**config.mk**
```make
export PLATFORM = sky130hd
export DESIGN_NAME = first_fit_block_allocator
export DESIGN_NICKNAME = d
export VERILOG_FILES = /design/src/rtl/core/ffba_pkg.sv /design/src/rtl/core/ffba_ram.sv /design/src/rtl/core/ffba_ctrl.sv /design/src/rtl/core/first_fit_block_allocator.sv
export SDC_FILE = /design/constraint.sdc
export NUM_CORES = 1
export LEC_CHECK = 0
export BUFFER_PORTS_ARGS = -buffer_cell sky130_fd_sc_hd__buf_2
export CAP_MARGIN = 10
export CORE_MARGIN = 2
export CORE_UTILIZATION = 55
export CTS_BUF_LIST = sky130_fd_sc_hd__clkbuf_8
export CTS_CLUSTER_DIAMETER = 80
export DETAILED_ROUTE_END_ITERATION = 6
export PLACE_DENSITY = 0.72
export SLEW_MARGIN = 20
export SYNTH_ARGS = -nofsm -noshare
export SYNTH_HDL_FRONTEND = slang
export SYNTH_SLANG_ARGS = --single-unit
```
**constraint.sdc**
```tcl
create_clock -name clk -period 19.45 [get_ports clk]
set_input_delay 4.8625 -clock clk [delete_from_list [all_inputs] [get_ports clk]]
set_output_delay 4.8625 -clock clk [all_outputs]
set_load 0.02 [all_outputs]
```
**src/rtl/core/ffba_pkg.sv**
```systemverilog
`default_nettype none

package ffba_pkg;

    // Fixed field widths of the request and response transactions
    localparam int FUNC_W   = 2;
    localparam int OWNER_W  = 16;
    localparam int SIZE_W   = 11;
    localparam int STATUS_W = 2;
    localparam int UNITS_W  = 11;
    localparam int CNT_W    = 5;

    // Request kinds
    localparam logic [FUNC_W-1:0] FUNC_REINIT = 2'd0;
    localparam logic [FUNC_W-1:0] FUNC_ALLOC  = 2'd1;
    localparam logic [FUNC_W-1:0] FUNC_FREE   = 2'd2;

    // Response status codes
    localparam logic [STATUS_W-1:0] ST_DONE     = 2'd0;
    localparam logic [STATUS_W-1:0] ST_NO_FIT   = 2'd1;
    localparam logic [STATUS_W-1:0] ST_NO_OWNER = 2'd2;

    typedef struct packed {
        logic [STATUS_W-1:0] status;
        logic [UNITS_W-1:0]  used_units;
        logic [CNT_W-1:0]    used_blocks;
        logic [CNT_W-1:0]    free_blocks;
    } rsp_t;

endpackage

`default_nettype wire

```
**src/rtl/core/ffba_ram.sv**
```systemverilog
`default_nettype none

module ffba_ram #(
    parameter int WIDTH = 8,
    parameter int DEPTH = 16,
    localparam int AW = (DEPTH > 1) ? $clog2(DEPTH) : 1
) (
    input  wire logic             clk,
    input  wire logic             we,
    input  wire logic [AW-1:0]    waddr,
    input  wire logic [WIDTH-1:0] wdata,
    input  wire logic             re,
    input  wire logic [AW-1:0]    raddr,
    output logic      [WIDTH-1:0] rdata
);

    logic [WIDTH-1:0] mem [DEPTH];

    always_ff @(posedge clk)
    begin
        if (we)
        begin
            mem[waddr] <= wdata;
        end
        if (re)
        begin
            rdata <= mem[raddr];
        end
    end

endmodule

`default_nettype wire

```
**src/rtl/core/ffba_ctrl.sv**
```systemverilog
`default_nettype none

module ffba_ctrl #(
    parameter int MAX_BLOCKS  = 16,
    parameter int TOTAL_UNITS = 1024,
    localparam int LW      = $clog2(TOTAL_UNITS + 1),
    localparam int IW      = $clog2(MAX_BLOCKS),
    localparam int ENTRY_W = 2 * LW + 1 + ffba_pkg::OWNER_W
) (
    input  wire logic                           clk,
    input  wire logic                           rst_n,
    // request side
    input  wire logic                           req_valid,
    output logic                                req_stall,
    input  wire logic [ffba_pkg::FUNC_W-1:0]    func,
    input  wire logic [ffba_pkg::OWNER_W-1:0]   owner_id,
    input  wire logic [ffba_pkg::SIZE_W-1:0]    request_size,
    // finished result toward the output register
    output logic                                res_valid,
    input  wire logic                           res_ready,
    output ffba_pkg::rsp_t                      res,
    // table memory
    output logic                                ram_we,
    output logic [IW-1:0]                       ram_waddr,
    output logic [ENTRY_W-1:0]                  ram_wdata,
    output logic                                ram_re,
    output logic [IW-1:0]                       ram_raddr,
    input  wire logic [ENTRY_W-1:0]             ram_rdata
);

    import ffba_pkg::*;

    localparam int CNW   = $clog2(MAX_BLOCKS + 1);
    localparam int CMP_W = (LW > SIZE_W) ? LW : SIZE_W;
    localparam int UXW   = (LW > UNITS_W) ? LW : UNITS_W;
    localparam int CXW   = (CNW > CNT_W) ? CNW : CNT_W;

    typedef struct packed {
        logic [LW-1:0]      start;
        logic [LW-1:0]      len;
        logic               used;
        logic [OWNER_W-1:0] owner;
    } entry_t;

    localparam logic [3:0] S_INIT  = 4'd0;
    localparam logic [3:0] S_IDLE  = 4'd1;
    localparam logic [3:0] S_A_RD  = 4'd2;
    localparam logic [3:0] S_A_CHK = 4'd3;
    localparam logic [3:0] S_U_RD  = 4'd4;
    localparam logic [3:0] S_U_WR  = 4'd5;
    localparam logic [3:0] S_F_RD  = 4'd6;
    localparam logic [3:0] S_F_CHK = 4'd7;
    localparam logic [3:0] S_M_LD  = 4'd8;
    localparam logic [3:0] S_M_LDW = 4'd9;
    localparam logic [3:0] S_M_NX  = 4'd10;
    localparam logic [3:0] S_M_CMP = 4'd11;
    localparam logic [3:0] S_D_RD  = 4'd12;
    localparam logic [3:0] S_D_WR  = 4'd13;
    localparam logic [3:0] S_DONE  = 4'd14;

    localparam logic [CNW-1:0] CNT_ONE = CNW'(1);
    localparam logic [LW-1:0]  TOTAL   = LW'(TOTAL_UNITS);

    logic [3:0]          state_reg, state_next;
    logic [CNW-1:0]      count_reg, count_next;
    logic [CNW-1:0]      used_n_reg, used_n_next;
    logic [LW-1:0]       used_units_reg, used_units_next;
    logic [STATUS_W-1:0] status_reg, status_next;
    logic [OWNER_W-1:0]  owner_reg, owner_next;
    logic [SIZE_W-1:0]   size_reg, size_next;
    logic [CNW-1:0]      i_reg, i_next;
    logic [CNW-1:0]      j_reg, j_next;
    entry_t              cur_reg, cur_next;

    entry_t          rd_entry;
    entry_t          wr_entry;
    entry_t          init_entry;
    logic [CNW:0]    i_plus1;
    logic [CNW:0]    j_plus1;
    logic [CMP_W-1:0] size_ext;
    logic [CMP_W-1:0] len_ext;
    logic [CMP_W-1:0] start_ext;
    logic [UXW-1:0]  uu_ext;
    logic [CXW-1:0]  un_ext;
    logic [CXW-1:0]  fn_ext;

    assign rd_entry   = entry_t'(ram_rdata);
    assign ram_wdata  = ENTRY_W'(wr_entry);
    assign init_entry = '{start: '0, len: TOTAL, used: 1'b0, owner: '0};
    assign i_plus1    = {1'b0, i_reg} + (CNW + 1)'(1);
    assign j_plus1    = {1'b0, j_reg} + (CNW + 1)'(1);
    assign size_ext   = CMP_W'(size_reg);
    assign len_ext    = CMP_W'(rd_entry.len);
    assign start_ext  = CMP_W'(rd_entry.start);

    assign req_stall = (state_reg != S_IDLE);
    assign res_valid = (state_reg == S_DONE);

    // counts are kept incrementally; free blocks = entries - used
    assign uu_ext = UXW'(used_units_reg);
    assign un_ext = CXW'(used_n_reg);
    assign fn_ext = CXW'(count_reg - used_n_reg);
    assign res.status      = status_reg;
    assign res.used_units  = uu_ext[UNITS_W-1:0];
    assign res.used_blocks = un_ext[CNT_W-1:0];
    assign res.free_blocks = fn_ext[CNT_W-1:0];

    always_comb
    begin
        state_next      = state_reg;
        count_next      = count_reg;
        used_n_next     = used_n_reg;
        used_units_next = used_units_reg;
        status_next     = status_reg;
        owner_next      = owner_reg;
        size_next       = size_reg;
        i_next          = i_reg;
        j_next          = j_reg;
        cur_next        = cur_reg;
        ram_we          = 1'b0;
        ram_waddr       = '0;
        wr_entry        = init_entry;
        ram_re          = 1'b0;
        ram_raddr       = '0;

        case (state_reg)
            S_INIT:
            begin
                // one write puts the reset table in place
                ram_we     = 1'b1;
                state_next = S_IDLE;
            end

            S_IDLE:
            begin
                if (req_valid)
                begin
                    owner_next  = owner_id;
                    size_next   = request_size;
                    i_next      = '0;
                    status_next = ST_DONE;
                    case (func)
                        FUNC_REINIT:
                        begin
                            ram_we          = 1'b1;
                            count_next      = CNT_ONE;
                            used_n_next     = '0;
                            used_units_next = '0;
                            state_next      = S_DONE;
                        end
                        FUNC_ALLOC: state_next = S_A_RD;
                        FUNC_FREE:  state_next = S_F_RD;
                        default:    state_next = S_DONE;
                    endcase
                end
            end

            // first-fit scan
            S_A_RD:
            begin
                if (i_reg >= count_reg)
                begin
                    status_next = ST_NO_FIT;
                    state_next  = S_DONE;
                end
                else
                begin
                    ram_re     = 1'b1;
                    ram_raddr  = i_reg[IW-1:0];
                    state_next = S_A_CHK;
                end
            end

            S_A_CHK:
            begin
                if (!rd_entry.used && (len_ext >= size_ext))
                begin
                    ram_we          = 1'b1;
                    ram_waddr       = i_reg[IW-1:0];
                    wr_entry.start  = rd_entry.start;
                    wr_entry.len    = LW'(size_ext);
                    wr_entry.used   = 1'b1;
                    wr_entry.owner  = owner_reg;
                    used_n_next     = used_n_reg + CNT_ONE;
                    used_units_next = LW'(CMP_W'(used_units_reg) + size_ext);
                    // remainder entry, inserted after the shift
                    cur_next.start  = LW'(start_ext + size_ext);
                    cur_next.len    = LW'(len_ext - size_ext);
                    cur_next.used   = 1'b0;
                    cur_next.owner  = '0;
                    j_next          = count_reg;
                    if ((len_ext != size_ext) && (count_reg < CNW'(MAX_BLOCKS)))
                    begin
                        state_next = S_U_RD;
                    end
                    else
                    begin
                        state_next = S_DONE;
                    end
                end
                else
                begin
                    i_next     = i_plus1[CNW-1:0];
                    state_next = S_A_RD;
                end
            end

            // open a hole at i+1, top entry first
            S_U_RD:
            begin
                if ({1'b0, j_reg} > i_plus1)
                begin
                    ram_re     = 1'b1;
                    ram_raddr  = IW'(j_reg - CNT_ONE);
                    state_next = S_U_WR;
                end
                else
                begin
                    ram_we     = 1'b1;
                    ram_waddr  = i_plus1[IW-1:0];
                    wr_entry   = cur_reg;
                    count_next = count_reg + CNT_ONE;
                    state_next = S_DONE;
                end
            end

            S_U_WR:
            begin
                ram_we     = 1'b1;
                ram_waddr  = j_reg[IW-1:0];
                wr_entry   = rd_entry;
                j_next     = j_reg - CNT_ONE;
                state_next = S_U_RD;
            end

            // owner search
            S_F_RD:
            begin
                if (i_reg >= count_reg)
                begin
                    status_next = ST_NO_OWNER;
                    state_next  = S_DONE;
                end
                else
                begin
                    ram_re     = 1'b1;
                    ram_raddr  = i_reg[IW-1:0];
                    state_next = S_F_CHK;
                end
            end

            S_F_CHK:
            begin
                if (rd_entry.used && (rd_entry.owner == owner_reg))
                begin
                    ram_we          = 1'b1;
                    ram_waddr       = i_reg[IW-1:0];
                    wr_entry.start  = rd_entry.start;
                    wr_entry.len    = rd_entry.len;
                    wr_entry.used   = 1'b0;
                    wr_entry.owner  = '0;
                    used_n_next     = used_n_reg - CNT_ONE;
                    used_units_next = used_units_reg - rd_entry.len;
                    i_next          = '0;
                    state_next      = S_M_LD;
                end
                else
                begin
                    i_next     = i_plus1[CNW-1:0];
                    state_next = S_F_RD;
                end
            end

            // coalesce pass; cur_reg caches entry i
            S_M_LD:
            begin
                ram_re     = 1'b1;
                ram_raddr  = '0;
                state_next = S_M_LDW;
            end

            S_M_LDW:
            begin
                cur_next   = rd_entry;
                state_next = S_M_NX;
            end

            S_M_NX:
            begin
                if (i_plus1 >= {1'b0, count_reg})
                begin
                    state_next = S_DONE;
                end
                else
                begin
                    ram_re     = 1'b1;
                    ram_raddr  = i_plus1[IW-1:0];
                    state_next = S_M_CMP;
                end
            end

            S_M_CMP:
            begin
                if (!cur_reg.used && !rd_entry.used)
                begin
                    cur_next.len = cur_reg.len + rd_entry.len;
                    ram_we       = 1'b1;
                    ram_waddr    = i_reg[IW-1:0];
                    wr_entry     = cur_next;
                    j_next       = i_plus1[CNW-1:0];
                    state_next   = S_D_RD;
                end
                else
                begin
                    cur_next   = rd_entry;
                    i_next     = i_plus1[CNW-1:0];
                    state_next = S_M_NX;
                end
            end

            // close the gap left by the merged entry
            S_D_RD:
            begin
                if (j_plus1 < {1'b0, count_reg})
                begin
                    ram_re     = 1'b1;
                    ram_raddr  = j_plus1[IW-1:0];
                    state_next = S_D_WR;
                end
                else
                begin
                    count_next = count_reg - CNT_ONE;
                    state_next = S_M_NX;
                end
            end

            S_D_WR:
            begin
                ram_we     = 1'b1;
                ram_waddr  = j_reg[IW-1:0];
                wr_entry   = rd_entry;
                j_next     = j_plus1[CNW-1:0];
                state_next = S_D_RD;
            end

            S_DONE:
            begin
                if (res_ready)
                begin
                    state_next = S_IDLE;
                end
            end

            default:
            begin
                state_next = S_IDLE;
            end
        endcase
    end

    always_ff @(posedge clk or negedge rst_n)
    begin
        if (!rst_n)
        begin
            state_reg      <= S_INIT;
            count_reg      <= CNT_ONE;
            used_n_reg     <= '0;
            used_units_reg <= '0;
            status_reg     <= ST_DONE;
        end
        else
        begin
            state_reg      <= state_next;
            count_reg      <= count_next;
            used_n_reg     <= used_n_next;
            used_units_reg <= used_units_next;
            status_reg     <= status_next;
        end
    end

    always_ff @(posedge clk)
    begin
        owner_reg <= owner_next;
        size_reg  <= size_next;
        i_reg     <= i_next;
        j_reg     <= j_next;
        cur_reg   <= cur_next;
    end

    a_count_range: assert property (@(posedge clk) disable iff (!rst_n)
        (count_reg >= CNT_ONE) && (count_reg <= CNW'(MAX_BLOCKS)))
        else $error("entry count out of range");

    a_used_le_count: assert property (@(posedge clk) disable iff (!rst_n)
        used_n_reg <= count_reg)
        else $error("more used entries than entries");

    a_units_le_total: assert property (@(posedge clk) disable iff (!rst_n)
        used_units_reg <= TOTAL)
        else $error("used units exceed memory size");

    a_no_rw_same_entry: assert property (@(posedge clk) disable iff (!rst_n)
        !(ram_we && ram_re && (ram_waddr == ram_raddr)))
        else $error("read and write of one entry in the same cycle");

    a_result_held: assert property (@(posedge clk) disable iff (!rst_n)
        (res_valid && !res_ready) |=> (res_valid && $stable(res)))
        else $error("finished result lost before the output register took it");

endmodule

`default_nettype wire

```
**src/rtl/core/first_fit_block_allocator.sv**
```systemverilog
// Sequence: reinitialize and the unused kind go straight to the response; a scan reads
//   table entries one by one, and a split or a merge then moves entries one at a time,
//   each through the registered read port of the table memory.
// Throughput: one request transaction at a time; the next is taken while the previous
//   response waits in the output register.
// Reset: asynchronous, active low; the S_INIT state after reset writes the initial free block.
`default_nettype none

module first_fit_block_allocator #(
    parameter int MAX_BLOCKS  = 16,
    parameter int TOTAL_UNITS = 1024
) (
    input  wire logic                            clk,
    input  wire logic                            rst_n,
    // request channel
    input  wire logic                            req_valid,
    output logic                                 req_stall,
    input  wire logic [ffba_pkg::FUNC_W-1:0]     func,
    input  wire logic [ffba_pkg::OWNER_W-1:0]    owner_id,
    input  wire logic [ffba_pkg::SIZE_W-1:0]     request_size,
    // response channel
    output logic                                 rsp_valid,
    input  wire logic                            rsp_stall,
    output logic [ffba_pkg::STATUS_W-1:0]        status,
    output logic [ffba_pkg::UNITS_W-1:0]         used_units,
    output logic [ffba_pkg::CNT_W-1:0]           used_blocks,
    output logic [ffba_pkg::CNT_W-1:0]           free_blocks
);

    import ffba_pkg::*;

    // Table entry: start, length, used flag and owner, held in one memory
    localparam int LW      = $clog2(TOTAL_UNITS + 1);
    localparam int IW      = $clog2(MAX_BLOCKS);
    localparam int ENTRY_W = 2 * LW + 1 + OWNER_W;

    logic               ram_we;
    logic [IW-1:0]      ram_waddr;
    logic [ENTRY_W-1:0] ram_wdata;
    logic               ram_re;
    logic [IW-1:0]      ram_raddr;
    logic [ENTRY_W-1:0] ram_rdata;

    logic   res_valid;
    logic   res_ready;
    rsp_t   res;

    // Output register: loads when empty or when its transaction completes
    logic   rsp_valid_reg, rsp_valid_next;
    rsp_t   rsp_reg, rsp_next;

    ffba_ram #(
        .WIDTH (ENTRY_W),
        .DEPTH (MAX_BLOCKS)
    ) u_table (
        .clk   (clk),
        .we    (ram_we),
        .waddr (ram_waddr),
        .wdata (ram_wdata),
        .re    (ram_re),
        .raddr (ram_raddr),
        .rdata (ram_rdata)
    );

    // Sequencer: scans, splits, shifts and coalesces entries in the table memory
    ffba_ctrl #(
        .MAX_BLOCKS  (MAX_BLOCKS),
        .TOTAL_UNITS (TOTAL_UNITS)
    ) u_ctrl (
        .clk          (clk),
        .rst_n        (rst_n),
        .req_valid    (req_valid),
        .req_stall    (req_stall),
        .func         (func),
        .owner_id     (owner_id),
        .request_size (request_size),
        .res_valid    (res_valid),
        .res_ready    (res_ready),
        .res          (res),
        .ram_we       (ram_we),
        .ram_waddr    (ram_waddr),
        .ram_wdata    (ram_wdata),
        .ram_re       (ram_re),
        .ram_raddr    (ram_raddr),
        .ram_rdata    (ram_rdata)
    );

    assign res_ready = !rsp_valid_reg || !rsp_stall;

    always_comb
    begin
        rsp_valid_next = rsp_valid_reg;
        rsp_next       = rsp_reg;
        if (res_ready)
        begin
            rsp_valid_next = res_valid;
            if (res_valid)
            begin
                rsp_next = res;
            end
        end
    end

    always_ff @(posedge clk or negedge rst_n)
    begin
        if (!rst_n)
        begin
            rsp_valid_reg <= 1'b0;
        end
        else
        begin
            rsp_valid_reg <= rsp_valid_next;
        end
    end

    always_ff @(posedge clk)
    begin
        rsp_reg <= rsp_next;
    end

    assign rsp_valid   = rsp_valid_reg;
    assign status      = rsp_reg.status;
    assign used_units  = rsp_reg.used_units;
    assign used_blocks = rsp_reg.used_blocks;
    assign free_blocks = rsp_reg.free_blocks;

endmodule

`default_nettype wire

```
==> results.toml <==
[die]
num_io_pins = 58
num_rows = 80
chipWidth_um = 225
dieArea_um2 = 50500
start_util = 0.559
coreArea_um2 = 47900
die_height_um = 225

[sta]
finalHoldViolations = 0
setup_tns_ps = 0
setup_violations = 0
worst_slew_pin_slew_ps = 1250
whs_ps = 466
period_share = 0.368
worst_slack_ps = 12290
rsz0062_at_grt = "false"
fin_crit_ps = 7160
slew_headroom = 0.165
fin_skew_ps = 44.3
drv_slew = 0
timing.fmax_mhz = 140

[cts]
clock_latency_ps = 700
cts_setup_buffers = 0
clock-sinks = 592
root_buffer = "clkbuf_8"
cts_buffers = 94
clkTransAtPathRegs_ps = 60
cts_tree = "built"
postCtsHoldBufs = 0
cts_max_level = 3
clock_tree.buffer_depth = 3
cts_resized = 0

[routing]
routed_wl_um = 63200
avgRoutedWirePerCell_um = 23.5
drcViolationCount = 0
vias = 16857
drt_first_iter_violations = 1925
avgViaCountPerCell = 6.26
antenna_left = 0
drt-pass1-iter-count = 6

[finish]
syn_to_final_growth_pct = 10.2
final_cell_mix = "edfxtp_1, nand2_1, mux2i_1"
antenna_cells = 0
drive_gt1_frac = 0.137
final_common_cell = "edfxtp_1"
fin_area_um2 = 29500
largest_register_ffs = 448
nets = 2104

[place]
place_congestion = 0.906
port_buffers = 57
hpwl_um = 36500
dp_slack_ps = 12580
placed_area_um2 = 27700

[global_route]
grtUsageMet1 = 0.356
grt_pass1_wl_um = 95900
grt.met2_usage = 0.396
grt_max_degree = 185
met3_usage = 0.0430
gr-usage-all-layers = 0.251
grt_overflow = 0
busiest_layer = "met2"
antenna_found_initial = 0
grt_pass1_vias = 16189

[worst_setup_path]
end_kind = "primary output"
cp_data_required_time_ps = 14590
worst_ep_arrival_time_ps = 2300
startpoint_type = "register"
path_max_fanout = 21
crit_type = "register to primary output"

[pwr]
ir_drop_mv = 0.104
leakagePower_nw = 11.1
power.density_cell_area_nw_per_um2 = 164
power_mw = 4.83

[synthesis]
netlist_instances = 1918
synth_ff_type = "edfxtp_1"
syn_area_um2 = 26800
postSynthAreaPerCell_um2 = 14.0
synthArstFlopShare = 0.0473
ys_seq_area_frac = 0.658
yosysWarnings = 0
synth_cell_types = 78
syn_nets = 2022
synth_edf_count = 564
synth_seq_cells = 592

[run_status]
status = "finished clean"

[run]
cap_violations = 0

[worst_hold_path]
min_path_type = "register to register"
## stage by stage
| step | cells | utilization |
|---|---|---|
| finish | 2693 | 0.616 |
| global route | 2693 | 0.616 |
| CTS | 2691 | 0.615 |
| detailed placement | 2517 | 0.577 |
| global placement | 2517 | 0.577 |
| floorplan | 1918 | - |
## layout make-up
type | instances | area [µm²]
Multi-Input combinational cell | 1156 | 8480
Clock inverter | 76 | 468
Fill cell | 3481 | 18400
Inverter | 62 | 233
Timing Repair Buffer | 94 | 589
Sequential cell | 592 | 17600
Tap cell | 615 | 769
Clock buffer | 98 | 1350
## worst max-delay path: stages (launching register included)
cell     delay [ps]
dfrtp_1         730
inv_1           130
nor2_1          470
nand2_1         120
buf_2           180
## worst paths after layout
check / from / end / slack [ps] / cells past startpoint
worst min register to register: u_ctrl.used_units_reg[0]$_DFFE_PN0P_ / used_units[0]$_DFFE_PP_ / 470 / 0
max in group asynchronous: rst_n / u_ctrl.used_units_reg[0]$_DFFE_PN0P_ / 14810 / 1
min in group asynchronous: rst_n / u_ctrl.count_reg[4]$_DFFE_PN0P_ / 4210 / 1
worst max-delay path: u_ctrl.state_reg[0]$_DFFE_PN0P_ / req_stall / 12290 / 4
worst max register to register: u_ctrl.i_reg[2]$_DFFE_PP_ / u_table.rdata[20]$_DFFE_PP_ / 14220 / 13
worst min-delay path: u_ctrl.used_units_reg[0]$_DFFE_PN0P_ / used_units[0]$_DFFE_PP_ / 470 / 0
## synth_stat cells, types with 22 or more instances
cell type / instances / area (µm²)
edfxtp_1: 564 / 16900
nand2_1: 193 / 724
mux2i_1: 101 / 1010
a211oi_1: 80 / 601
ha_1: 65 / 813
a21oi_1: 64 / 320
o21ai_0: 64 / 320
inv_1: 62 / 233
xnor2_1: 56 / 490
clkbuf_1: 53 / 199
and2_1: 42 / 263
and3_1: 42 / 263
nor2_1: 41 / 154
nor2b_1: 35 / 219
buf_2: 28 / 140
dfrtp_1: 27 / 676
a31oi_1: 26 / 163
a21o_1: 22 / 165
a222oi_1: 22 / 220
nand3_1: 22 / 110
## report_power, final
group / internal (mW) / switching, mW
Clock: 0.537 / 0.487
Sequential: 1.81 / 0.163
Combinational: 0.675 / 1.16
Total: 3.02 / 1.81
## cell families after synthesis
logic type,share of synthesized area
adder cells (fa/ha/maj),0.0348
multiplexers,0.0528
flip-flops,0.658
AND/OR/NAND/NOR,0.0846
AO/OA/AOI/OAI,0.116
buffers and inverters,0.0309
XOR/XNOR,0.0232
## routing by layer
| layer | wire, µm | share of wire | up-vias |
|---|---|---|---|
| li1 | - | - | 7592 |
| met1 | 27200 | 0.43 | 8409 |
| met2 | 29600 | 0.47 | 736 |
| met3 | 4930 | 0.078 | 120 |
| met4 | 1550 | 0.024 | 0 |
| met5 | 0 | 0 | - |
Power figures use the tool's default switching activity.
